File: src/rtl/bme_pkg.sv
// Shared types and constants for the bounded monomial enumerator.
// No dependencies; every other file of the block imports this package.
package bme_pkg;

    localparam int NUM_VARS_DEF  = 8;
    localparam int EXP_WIDTH_DEF = 8;

    // Fixed interface geometry: eight byte lanes on every packed word.
    localparam int LANES      = 8;
    localparam int LANE_W     = 8;
    localparam int WORD_W     = LANES * LANE_W;
    localparam int AV_W       = 4;
    localparam int ORD_W      = 8;
    localparam int DEG_W      = 11;
    localparam int CFG_IDX_W  = 2;
    localparam int CFG_DATA_W = 64;
    localparam int S_TDATA_W  = WORD_W;
    localparam int M_TDATA_W  = ((WORD_W + DEG_W + 7) / 8) * 8;

    localparam logic [AV_W-1:0]   ACTIVE_VARS_RST = AV_W'(8);
    localparam logic [ORD_W-1:0]  ORDER_LIMIT_RST = '1;
    localparam logic [WORD_W-1:0] VAR_LIMITS_RST  = '1;

    typedef enum logic [CFG_IDX_W-1:0] {
        CFG_ACTIVE_VARS = 2'd0,
        CFG_ORDER_LIMIT = 2'd1,
        CFG_VAR_LIMITS  = 2'd2
    } cfg_reg_t;

    typedef enum logic {
        KIND_LOAD    = 1'b0,
        KIND_ADVANCE = 1'b1
    } kind_t;

    typedef enum logic [1:0] {
        ST_IDLE,
        ST_WALK,
        ST_FINISH,
        ST_OUT
    } state_t;

    // Update command from the sequencer to the exponent store.
    typedef struct packed {
        logic load;
        logic writeback;
        logic found;
    } store_cmd_t;

endpackage

File: src/rtl/bme_exp_store.sv
// Exponent store: one register per variable lane, loaded in parallel and
// updated after a walk. Depends on bme_pkg.
module bme_exp_store #(
    parameter int NUM_VARS  = bme_pkg::NUM_VARS_DEF,
    parameter int EXP_WIDTH = bme_pkg::EXP_WIDTH_DEF,
    parameter int IDX_W     = (NUM_VARS > 1) ? $clog2(NUM_VARS) : 1,
    parameter int CNT_W     = $clog2(NUM_VARS + 1)
) (
    input  logic                          aclk,
    input  logic                          aresetn,
    input  bme_pkg::store_cmd_t           cmd,
    input  logic [bme_pkg::WORD_W-1:0]    load_word,
    input  logic [IDX_W-1:0]              win_idx,
    input  logic [CNT_W-1:0]              active_n,
    input  logic [IDX_W-1:0]              rd_idx,
    output logic [EXP_WIDTH-1:0]          rd_lane,
    output logic [NUM_VARS*EXP_WIDTH-1:0] lanes
);
    import bme_pkg::*;

    logic [EXP_WIDTH-1:0] lane_reg [NUM_VARS];

    always_ff @(posedge aclk) begin
        if (!aresetn) begin
            for (int j = 0; j < NUM_VARS; j++) begin
                lane_reg[j] <= '0;
            end
        end else if (cmd.load) begin
            for (int j = 0; j < NUM_VARS; j++) begin
                lane_reg[j] <= load_word[LANE_W*j +: EXP_WIDTH];
            end
        end else if (cmd.writeback) begin
            // Lanes below the winner were tried and cleared; without a winner
            // every active lane clears. Inactive lanes keep their values.
            for (int j = 0; j < NUM_VARS; j++) begin
                if (CNT_W'(j) < active_n) begin
                    if (!cmd.found || IDX_W'(j) < win_idx) begin
                        lane_reg[j] <= '0;
                    end else if (IDX_W'(j) == win_idx) begin
                        lane_reg[j] <= lane_reg[j] + EXP_WIDTH'(1);
                    end
                end
            end
        end
    end

    assign rd_lane = lane_reg[rd_idx];

    always_comb begin
        for (int j = 0; j < NUM_VARS; j++) begin
            lanes[EXP_WIDTH*j +: EXP_WIDTH] = lane_reg[j];
        end
    end

endmodule

File: src/rtl/bme_lane_walk.sv
// Lane evaluator: takes one exponent per cycle from the highest active lane
// down, keeps the running sum of the lanes above and picks the lowest lane
// whose increment gives a valid monomial. Depends on bme_pkg.
module bme_lane_walk #(
    parameter int NUM_VARS  = bme_pkg::NUM_VARS_DEF,
    parameter int EXP_WIDTH = bme_pkg::EXP_WIDTH_DEF,
    parameter int IDX_W     = (NUM_VARS > 1) ? $clog2(NUM_VARS) : 1
) (
    input  logic                        aclk,
    input  logic                        clear,
    input  logic                        step,
    input  logic [IDX_W-1:0]            idx,
    input  logic [EXP_WIDTH-1:0]        lane,
    input  logic [bme_pkg::LANE_W-1:0]  lane_limit,
    input  logic [bme_pkg::ORD_W-1:0]   order_limit,
    output logic                        found,
    output logic [IDX_W-1:0]            win_idx,
    output logic [bme_pkg::DEG_W-1:0]   win_degree,
    output logic [bme_pkg::DEG_W-1:0]   total_degree
);
    import bme_pkg::*;

    localparam int CMP_W = LANE_W + 1;

    logic [DEG_W-1:0] suffix_reg, suffix_next;
    logic             bad_reg;
    logic             found_reg;
    logic [IDX_W-1:0] win_idx_reg;
    logic [DEG_W-1:0] win_deg_reg;

    logic [CMP_W-1:0] lane_x, lane_inc, limit_x;
    logic [DEG_W:0]   cand_deg;
    logic             room, lim_ok, ord_ok, over, cand_ok;

    always_comb begin
        lane_x      = CMP_W'(lane);
        lane_inc    = lane_x + CMP_W'(1);
        limit_x     = CMP_W'(lane_limit);
        room        = (lane != '1);
        lim_ok      = (lane_inc <= limit_x);
        over        = (lane_x > limit_x);
        cand_deg    = (DEG_W+1)'(suffix_reg) + (DEG_W+1)'(lane_inc);
        ord_ok      = (cand_deg <= (DEG_W+1)'(order_limit));
        // Lanes below this one would be zero, lanes above keep their values.
        cand_ok     = room && lim_ok && ord_ok && !bad_reg;
        suffix_next = suffix_reg + DEG_W'(lane);
    end

    always_ff @(posedge aclk) begin
        if (clear) begin
            suffix_reg <= '0;
            bad_reg    <= 1'b0;
            found_reg  <= 1'b0;
        end else if (step) begin
            suffix_reg <= suffix_next;
            bad_reg    <= bad_reg | over;
            if (cand_ok) begin
                found_reg   <= 1'b1;
                win_idx_reg <= idx;
                win_deg_reg <= DEG_W'(cand_deg);
            end
        end
    end

    assign found        = found_reg;
    assign win_idx      = win_idx_reg;
    assign win_degree   = found_reg ? win_deg_reg : '0;
    assign total_degree = suffix_reg;

endmodule

File: src/rtl/bounded_monomial_enumerator_unit.sv
// Top level of the bounded monomial enumerator: configuration registers,
// sequencer, output register. Depends on bme_pkg, bme_exp_store, bme_lane_walk.
//
//   Channel   Direction  Handshake            Payload
//   s_        in         s_tvalid / s_tready  s_tdata exponents, s_tuser kind
//   m_        out        m_tvalid / m_tready  m_tdata exponents+degree, m_tuser flag
//   cfg_      in         cfg_valid/cfg_ready  cfg_index, cfg_data
//
// Every transaction walks the active lanes from the highest down (ST_WALK),
// then passes through an update state (ST_FINISH) and an output state (ST_OUT)
// that loads the output register once it is free; the next one is taken in ST_IDLE.
// A load runs the same walk to form the total degree. A stalled result sits in
// the output register while the next transaction is accepted; that one waits
// after its update state. aresetn is synchronous, clears the exponents and
// restores the configuration defaults.
module bounded_monomial_enumerator_unit #(
    parameter int NUM_VARS  = bme_pkg::NUM_VARS_DEF,
    parameter int EXP_WIDTH = bme_pkg::EXP_WIDTH_DEF
) (
    input  logic                                aclk,
    input  logic                                aresetn,
    // Input transaction.
    input  logic                                s_tvalid,
    output logic                                s_tready,
    input  logic [bme_pkg::S_TDATA_W-1:0]       s_tdata,  // [63:0] start_exponents
    input  logic                                s_tuser,  // [0] kind
    // Result transaction.
    output logic                                m_tvalid,
    input  logic                                m_tready,
    output logic [bme_pkg::M_TDATA_W-1:0]       m_tdata,  // [63:0] exponents,
                                                          // [74:64] total_degree
    output logic                                m_tuser,  // [0] advanced (also set for a load)
    // Configuration writes.
    input  logic                                cfg_valid,
    output logic                                cfg_ready,
    input  logic [bme_pkg::CFG_IDX_W-1:0]       cfg_index,
    input  logic [bme_pkg::CFG_DATA_W-1:0]      cfg_data
);
    import bme_pkg::*;

    localparam int IDX_W = (NUM_VARS > 1) ? $clog2(NUM_VARS) : 1;
    localparam int CNT_W = $clog2(NUM_VARS + 1);

    logic [AV_W-1:0]   active_vars_reg;
    logic [ORD_W-1:0]  order_limit_reg;
    logic [WORD_W-1:0] var_limits_reg;

    state_t state_reg, state_next;
    logic [IDX_W-1:0] idx_reg, idx_next;
    kind_t            kind_reg;

    logic                 m_tvalid_reg;
    logic [M_TDATA_W-1:0] m_tdata_reg;
    logic                 m_tuser_reg;

    logic [CNT_W-1:0]              active_n;
    logic                          s_accept, walk_step, out_load;
    store_cmd_t                    cmd;
    logic [EXP_WIDTH-1:0]          rd_lane;
    logic [NUM_VARS*EXP_WIDTH-1:0] lanes;
    logic                          found;
    logic [IDX_W-1:0]              win_idx;
    logic [DEG_W-1:0]              win_degree, total_degree;
    logic [WORD_W-1:0]             exp_word;
    logic [DEG_W-1:0]              deg_out;

    // A count of zero means one variable; counts above the lane count saturate.
    always_comb begin
        if (active_vars_reg == '0) begin
            active_n = CNT_W'(1);
        end else if (active_vars_reg > AV_W'(NUM_VARS)) begin
            active_n = CNT_W'(NUM_VARS);
        end else begin
            active_n = CNT_W'(active_vars_reg);
        end
    end

    assign cfg_ready = 1'b1;

    always_ff @(posedge aclk) begin
        if (!aresetn) begin
            active_vars_reg <= ACTIVE_VARS_RST;
            order_limit_reg <= ORDER_LIMIT_RST;
            var_limits_reg  <= VAR_LIMITS_RST;
        end else if (cfg_valid && cfg_ready) begin
            case (cfg_index)
                CFG_ACTIVE_VARS: active_vars_reg <= cfg_data[AV_W-1:0];
                CFG_ORDER_LIMIT: order_limit_reg <= cfg_data[ORD_W-1:0];
                CFG_VAR_LIMITS:  var_limits_reg  <= cfg_data[WORD_W-1:0];
                default: ;
            endcase
        end
    end

    assign s_tready = (state_reg == ST_IDLE);
    assign s_accept = s_tvalid && s_tready;

    always_comb begin
        state_next    = state_reg;
        idx_next      = idx_reg;
        walk_step     = 1'b0;
        out_load      = 1'b0;
        cmd.load      = 1'b0;
        cmd.writeback = 1'b0;
        cmd.found     = found;
        case (state_reg)
            ST_IDLE: begin
                if (s_accept) begin
                    cmd.load   = (kind_t'(s_tuser) == KIND_LOAD);
                    idx_next   = IDX_W'(active_n - CNT_W'(1));
                    state_next = ST_WALK;
                end
            end
            ST_WALK: begin
                walk_step = 1'b1;
                if (idx_reg == '0) begin
                    state_next = ST_FINISH;
                end else begin
                    idx_next = idx_reg - IDX_W'(1);
                end
            end
            ST_FINISH: begin
                cmd.writeback = (kind_reg == KIND_ADVANCE);
                state_next    = ST_OUT;
            end
            ST_OUT: begin
                if (!m_tvalid_reg || m_tready) begin
                    out_load   = 1'b1;
                    state_next = ST_IDLE;
                end
            end
            default: state_next = ST_IDLE;
        endcase
    end

    always_ff @(posedge aclk) begin
        if (!aresetn) begin
            state_reg <= ST_IDLE;
        end else begin
            state_reg <= state_next;
        end
    end

    always_ff @(posedge aclk) begin
        idx_reg <= idx_next;
        if (s_accept) begin
            kind_reg <= kind_t'(s_tuser);
        end
    end

    bme_exp_store #(
        .NUM_VARS  (NUM_VARS),
        .EXP_WIDTH (EXP_WIDTH),
        .IDX_W     (IDX_W),
        .CNT_W     (CNT_W)
    ) u_store (
        .aclk      (aclk),
        .aresetn   (aresetn),
        .cmd       (cmd),
        .load_word (s_tdata[WORD_W-1:0]),
        .win_idx   (win_idx),
        .active_n  (active_n),
        .rd_idx    (idx_reg),
        .rd_lane   (rd_lane),
        .lanes     (lanes)
    );

    bme_lane_walk #(
        .NUM_VARS  (NUM_VARS),
        .EXP_WIDTH (EXP_WIDTH),
        .IDX_W     (IDX_W)
    ) u_walk (
        .aclk         (aclk),
        .clear        (s_accept),
        .step         (walk_step),
        .idx          (idx_reg),
        .lane         (rd_lane),
        .lane_limit   (var_limits_reg[LANE_W*idx_reg +: LANE_W]),
        .order_limit  (order_limit_reg),
        .found        (found),
        .win_idx      (win_idx),
        .win_degree   (win_degree),
        .total_degree (total_degree)
    );

    // Inactive lanes read as zero on the output.
    always_comb begin
        exp_word = '0;
        for (int j = 0; j < NUM_VARS; j++) begin
            if (CNT_W'(j) < active_n) begin
                exp_word[LANE_W*j +: LANE_W] = LANE_W'(lanes[EXP_WIDTH*j +: EXP_WIDTH]);
            end
        end
        deg_out = (kind_reg == KIND_LOAD) ? total_degree : win_degree;
    end

    always_ff @(posedge aclk) begin
        if (!aresetn) begin
            m_tvalid_reg <= 1'b0;
        end else if (out_load) begin
            m_tvalid_reg <= 1'b1;
        end else if (m_tready) begin
            m_tvalid_reg <= 1'b0;
        end
    end

    always_ff @(posedge aclk) begin
        if (out_load) begin
            m_tdata_reg <= M_TDATA_W'({deg_out, exp_word});
            m_tuser_reg <= (kind_reg == KIND_LOAD) || found;
        end
    end

    assign m_tvalid = m_tvalid_reg;
    assign m_tdata  = m_tdata_reg;
    assign m_tuser  = m_tuser_reg;

endmodule

File: config.mk
export PLATFORM = sky130hd
export DESIGN_NAME = bounded_monomial_enumerator_unit
export DESIGN_NICKNAME = d
export VERILOG_FILES = /design/src/rtl/bme_pkg.sv /design/src/rtl/bme_exp_store.sv /design/src/rtl/bme_lane_walk.sv /design/src/rtl/bounded_monomial_enumerator_unit.sv
export SDC_FILE = /design/constraint.sdc
export NUM_CORES = 1
export LEC_CHECK = 0
export BUFFER_PORTS_ARGS = -buffer_cell sky130_fd_sc_hd__buf_2
export CAP_MARGIN = 5
export CORE_MARGIN = 1
export CORE_UTILIZATION = 30
export DETAILED_ROUTE_END_ITERATION = 12
export PLACE_DENSITY = 0.52
export SLEW_MARGIN = 10
export SYNTH_ARGS = -nofsm -noshare
export SYNTH_HDL_FRONTEND = slang
export SYNTH_HIERARCHICAL = 1
export SYNTH_SLANG_ARGS = --single-unit
export TNS_END_PERCENT = 20
File: constraint.sdc
create_clock -name aclk -period 8.3 [get_ports aclk]
set_input_delay 0.83 -clock aclk [delete_from_list [all_inputs] [get_ports aclk]]
set_output_delay 0.83 -clock aclk [all_outputs]
set_load 0.01 [all_outputs]
# Word-level counts from Yosys, hierarchy flattened
# Memory sizes are Yosys's and may differ from the RTL's. A register that Yosys moved wholly into a read port is not among the register bits.
# Index checks and enable logic that the tools add are counted.
[totals]
memories = 1
mem_bits_rw = 64
reg_bits = 186
input_bits = 136
word_cells = 285
out_inout_bits = 84
[mem_list]
columns = ["memory", "depth", "word_bits", "read_ports", "rd_clocked_by_memory_dff", "wr", "line_no", "text"]
rows = [
  ["u_store.lane_reg", 8, 8, 9, 1, 8, "bme_exp_store.sv:21", "logic [EXP_WIDTH-1:0] lane_reg [NUM_VARS];"],
]
[op_classes]
n_bitwise = 28
order_cmp = 20
n_mux = 152
n_shift = 1
n_eq_ne = 17
n_reduce_logical = 31
n_addsub = 13
[ops]
columns = ["op", "n"]
rows = [
  ["$mux W8", 24],
  ["$mux W1", 116],
  ["$add A8 B1 Y8 const B", 8],
  ["$shiftx A64 B7 Y8", 1],
  ["$or A1 B1 Y1", 25],
  ["$mux W11", 2],
  ["$lt A3 B4 Y1 const A", 4],
  ["$add A11 B9 Y12", 1],
  ["$eq A3 B3 Y1 const A", 4],
  ["$le A12 B8 Y1", 1],
  ["$lt A3 B3 Y1 const A", 4],
  ["$add A11 B8 Y11", 1],
  ["$logic_or A1 B1 Y1", 10],
  ["$add A8 B1 Y9 const B", 1],
  ["$le A9 B8 Y1", 1],
  ["$mux W3", 3],
  ["$reduce_and A3 Y1", 3],
  ["$gt A8 B8 Y1", 1],
  ["$lt A1 B4 Y1 const A", 2],
  ["$lt A2 B4 Y1 const A", 2],
  ["$mux W4", 2],
  ["$ne A8 B8 Y1 const B", 1],
  ["$pmux W2 S4", 1],
  ["$reduce_and A2 Y1", 4],
  ["other kinds (19)", 40],
]

# Longest topological paths before layout
[logic_depth]
word_depth = 11
depth_mapped = 19
ltp_nobuf = 17

# Hierarchy
# The synthesis kept the hierarchy.
[modules_own_cells]
columns = ["module", "area_per_inst_um2", "instances", "seq_area_each_um2", "cells_each"]
rows = [
  ["bounded_monomial_enumerator_unit", 6532.5, 1, 3983.8, 572],
  ["bme_exp_store", 4390.5, 1, 1921.8, 411],
  ["bme_lane_walk", 2528.7, 1, 680.7, 274],
]

# Least setup slack after synthesis
# OpenSTA, ideal clock, no wires.
[synth_path]
path_kind = "flip-flop to flip-flop"
start = "reg idx_reg[0]"
end = "reg u_walk.win_deg_reg[0] (enable)"
setup_time_ns = 0.403
setup_slack_ns = 2.553
stages_incl_launch_ff = 19
arrival_time_ns = 5.344
synth_period_minus_slack_ns = 5.747
n_path_buf = 2
required_ns = 7.897
path_cell_list = "edfxtp_1 -> buf_2 -> buf_2 -> mux4_2 -> mux2_2 -> ha_1 -> nand3_1 -> nor2_1 -> xor2_1 -> ha_1 -> a2111o_1 -> nand2_1 -> xnor2_1 -> ha_1 -> a21oi_1 -> o21ai_0 -> mux2_2 -> a211o_1 -> nor3_1"
[synth_via]
elab_chain_cells = 6
[synth_rtl]
columns = ["item", "line_no", "text"]
rows = [
  ["start, declared", "bounded_monomial_enumerator_unit.sv:49", "logic [IDX_W-1:0] idx_reg, idx_next;"],
  ["start signal, assigned", "bounded_monomial_enumerator_unit.sv:145", "idx_reg <= idx_next;"],
  ["$shiftx A64 B7 Y8", "bounded_monomial_enumerator_unit.sv:178", ".lane_limit (var_limits_reg[LANE_W*idx_reg +: LANE_W]),"],
  ["$le A9 B8 Y1", "bme_lane_walk.sv:40", "lim_ok = (lane_inc <= limit_x);"],
  ["$logic_and A1 B1 Y1 (3 in series)", "bme_lane_walk.sv:45", "cand_ok = room && lim_ok && ord_ok && !bad_reg;"],
  ["$reduce_and A3 Y1 (no line)", "n/a", ""],
  ["end signal, assigned", "bme_lane_walk.sv:60", "win_deg_reg <= DEG_W'(cand_deg);"],
  ["end, declared", "bme_lane_walk.sv:29", "logic [DEG_W-1:0] win_deg_reg;"],
]
# No other way between the ends.
# A chain may end at the register's enable or synchronous reset.

# Final worst setup path
[layout_path]
start = "reg idx_reg[0]"
end = "reg u_walk.win_deg_reg[3] (enable)"
# The elaborated chain is that of the path after synthesis.

==> flow_summary_export.csv <==
group,metric,value,unit
critical_path,ff2ff_setup_slack,2200,ps
place,dp_slack,2250,ps
routing,ant_nets,0,
cells_and_area,nets,1634,
cts,cts_hold_buf,0,
timing,relSlewSlack,27.8,%
power_and_ir_drop,p_switching,1.67,mW
floorplanning,rows,77,
cts,cts-root-buf,"clkbuf_16",
cts,clkSinkCount,250,
yosys,async_reset_ff_share,0,%
power_and_ir_drop,p_int,3.07,mW
cts,path_clk_slew,60,ps
floorplanning,core-area,0.0442,mm²
timing,setup_tns,0,ps
power_and_ir_drop,leakagePower,6.57,nW
global_routing,grtUsageTotal,16.9,%
routing,via_count,10100,
timing,max_slew.worst_pin.slew,1080,ps
cells_and_area,stdcell_count,2055,
power_and_ir_drop,powerDensity,297,mW/mm²
critical_path,crit_arrival,6270,ps
timing,clock_skew,13.5,ps
floorplanning,initial_utilization,30.4,%
timing,clock.fmax,164,MHz
cts,cts_setup_buffers,0,
timing,finalCriticalPeriod,6100,ps
hold_path,worst_hold_path_type,"flop to flop",
yosys,synth_cell_types,77,
routing,drc,0,
routing,drt_iter0_drc,592,
place,dp.final_hpwl,29100,µm
routing,dr.pass1.iters,5,
cells_and_area,syn_to_final_growth,18.7,%
routing,viasPerCell,4.90,
yosys,synth_edf_count,158,
global_routing,grt_pass1_wl,58400,µm
floorplanning,pin_count,220,
yosys,synth_seq_cells,250,
cells_and_area,utilization,36.1,%
cells_and_area,fillers,4505,
critical_path,crit_chain,"mux4_2 > mux2_2 > ha_1 > xor2_1 > ha_1 > o21ai_0 > o21bai_1 > a2111o_1 > nand2_1 > xnor2_1 > ha_1 > a21oi_1 > o21ai_0 > mux2_2 > a211o_1 > nor3_2",
power_and_ir_drop,seq_power_share,37.7,%
critical_path,path_buf_inv,0,
place,port_buffers,213,
power_and_ir_drop,pwr-share-comb,34.7,%
global_routing,antenna_found_initial,1,
cts,postCtsResizedCells,0,
critical_path,required,8470,ps
routing,wl_per_cell,18.8,µm
global_routing,grt_max_degree,82,
outcome,status,"completed",
power_and_ir_drop,swShare,35.2,%
cells_and_area,largest_reg_flops,75,
timing,whs,465,ps
critical_path,endpoint_kind,"flop",
hold_path,holdPathStages,2,
critical_path,cp_slowest_cell,"edfxtp_1",
critical_path,path_class,"flop to flop",
global_routing,first_global_vias,9888,
place,place.gp.congestion,0.879,
cts,h-tree-depth,1,
timing,fin_ws,2200,ps
cts,cts_max_path_buffers,3,
critical_path,worstReg2RegStart,"idx_reg[0]$_DFFE_PP_",
hold_path,hp-start,"var_limits_reg[61]$_SDFFE_PN1P_",
power_and_ir_drop,clkPwrFrac,27.6,%
cts,clk_latency,560,ps
critical_path,crit_family,"multiplexers",
global_routing,grt-ovfl-total,0,
yosys,avgSynthCellArea,10.7,µm²
floorplanning,die_x,214,µm
critical_path,max_stage_delay,980,ps
hold_path,hold_end,"var_limits_reg[61]$_SDFFE_PN1P_",
cts,cts_tree,"yes",
timing,rsz0062_at_grt,"false",
yosys,synthCells,1257,
timing,maxSlewViolCount,0,
critical_path,rr_endpoint,"u_walk/win_deg_reg[3]$_DFFE_PP_",
timing,hold_viol_final,0,
power_and_ir_drop,power,4.74,mW
cts,cts_made_buffers,30,
place,placed_cells,1998,
routing,wl,38600,µm
yosys,synth_warnings,6,
floorplanning,die_y,214,µm
critical_path,ff2ff_path_depth,16,
power_and_ir_drop,peakVddDrop,0.166,mV
place,placed_area,0.0150,mm²
yosys,synth-main-ff-cell,"edfxtp_1",
critical_path,cp_common_cell,"ha_1",
cells_and_area,layout-drive-gt1-share,22.8,%
critical_path,worst-path-max-fanout,17,
critical_path,startpoint_type,"flop",
yosys,synth_seq_area_share,49.0,%
cells_and_area,fin_area,0.0160,mm²
floorplanning,die_area,0.0457,mm²
run,maxCapViolations,0,
timing,period_share,73.5,%
timing,finalSetupViolCount,0,
yosys,syn_area,0.0135,mm²
[cells in the final DEF, fill, tap and decap left out, types with 14 or more instances in the layout]
cell type / count
nand2_1: 218
mux2_2: 28
o2bb2ai_1: 14
buf_2: 213
mux4_1: 16
and2_1: 23
inv_1: 40
xnor2_1: 37
nor2b_1: 64
a22oi_1: 15
xor2_1: 22
nor2_1: 39
nor3_1: 17
o21a_1: 14
dfxtp_1: 92
ha_1: 58
a21oi_1: 23
o21ai_0: 31
edfxtp_1: 158
clkbuf_16: 32
mux4_2: 16
nand3_1: 99
[worst reg2reg max path, cell delays in order (launching register included)]
cell	delay, ps
edfxtp_1	980
mux4_2	650
mux2_2	350
ha_1	250
xor2_1	250
ha_1	340
o21ai_0	170
o21bai_1	110
a2111o_1	380
nand2_1	90
xnor2_1	160
ha_1	300
a21oi_1	150
o21ai_0	130
mux2_2	290
a211o_1	330
nor3_2	780
[metal layers]
layer / vias up / global-route usage [%] / wire (µm)
met5: - / 0 / 17
met4: 2 / 4.38 / 903
met3: 57 / 3.16 / 2040
met2: 294 / 27.8 / 18000
met1: 4827 / 22.6 / 17600
li1: 4887 / - / -
[cell type report]
type                    instances  area (µm²)  share of cell area (%)
diodes                          1        2.50                  0.0157
clock buffers                  45         873                    5.47
clock inverters                11         110                   0.690
inverters                      40         150                   0.940
multi-input cells             892        6350                    39.8
flip-flops and latches        250        6590                    41.3
well taps                     592         741                    4.64
repair buffers                224        1150                    7.19
[worst max path at each step]
stage | from | endpoint | slack [ps] | depth (start not counted)
2_1_floorplan | idx_reg[0]$_DFFE_PP_ | u_walk/win_deg_reg[0]$_DFFE_PP_ | 2550 | 18
3_3_place_gp | idx_reg[0]$_DFFE_PP_ | u_walk/win_idx[1]$_DFFE_PP_ | 2360 | 16
3_5_place_dp | idx_reg[0]$_DFFE_PP_ | u_walk/win_idx[1]$_DFFE_PP_ | 2250 | 16
4_1_cts | idx_reg[0]$_DFFE_PP_ | u_walk/win_idx[1]$_DFFE_PP_ | 2220 | 16
5_1_grt | idx_reg[0]$_DFFE_PP_ | u_walk/win_deg_reg[5]$_DFFE_PP_ | 1770 | 16
6_report | idx_reg[0]$_DFFE_PP_ | u_walk/win_deg_reg[3]$_DFFE_PP_ | 2200 | 16
[kinds of logic (layout without fill, tap and decap cells)]
| group | Yosys count | count (layout) | share of synthesized area (%) |
|---|---|---|---|
| mux | 74 | 74 | 9.23 |
| xor+xnor | 59 | 59 | 3.84 |
| other cells | 2 | 7 | 0.0558 |
| buf+inv | 119 | 320 | 4.02 |
| flops | 250 | 250 | 49.0 |
| simple gates | 520 | 520 | 19.2 |
| compound gates | 173 | 173 | 9.02 |
| fa+ha+maj | 60 | 60 | 5.69 |
[cells in the mapped netlist (3+ instances only)]
master	instances	area [µm²]
nand2_1	218	818
edfxtp_1	158	4740
nand3_1	99	495
dfxtp_1	92	1840
nor2b_1	65	407
ha_1	58	726
clkbuf_1	43	161
inv_1	40	150
nor2_1	39	146
xnor2_1	37	324
o21ai_0	31	155
mux2_2	28	315
a21oi_1	23	115
and2_1	23	144
xor2_1	22	193
nor3_1	18	90.1
mux4_1	16	420
mux4_2	16	360
a22oi_1	15	113
o21a_1	14	105
o2bb2ai_1	14	123
buf_2	13	65.1
mux2i_1	13	130
o21ai_1	13	65.1
buf_1	10	37.5
a211oi_1	9	67.6
and3_1	9	56.3
nand2b_1	9	56.3
nand4_1	9	56.3
a21o_1	7	52.6
a31oi_1	6	37.5
buf_4	6	45.0
nor3b_1	6	45.0
o211ai_1	6	45.0
a211o_1	5	43.8
buf_6	5	56.3
a21boi_0	4	30.0
a21oi_2	3	26.3
nand3b_1	3	22.5
o21ai_2	3	26.3
o31a_1	3	26.3
or4_1	3	22.5
[power by group through the flow]
stage                     registers (mW)  logic, mW  clock network [mW]
after floorplan                     1.69       1.26                   0
final                               1.79       1.65                1.31
after detailed placement            1.82       1.64                   0
after CTS                           1.79       1.65                1.35
after global placement              1.81       1.61                   0
after global routing                1.82       1.81                1.39
Note: power is estimated with default switching activity, not from simulation.
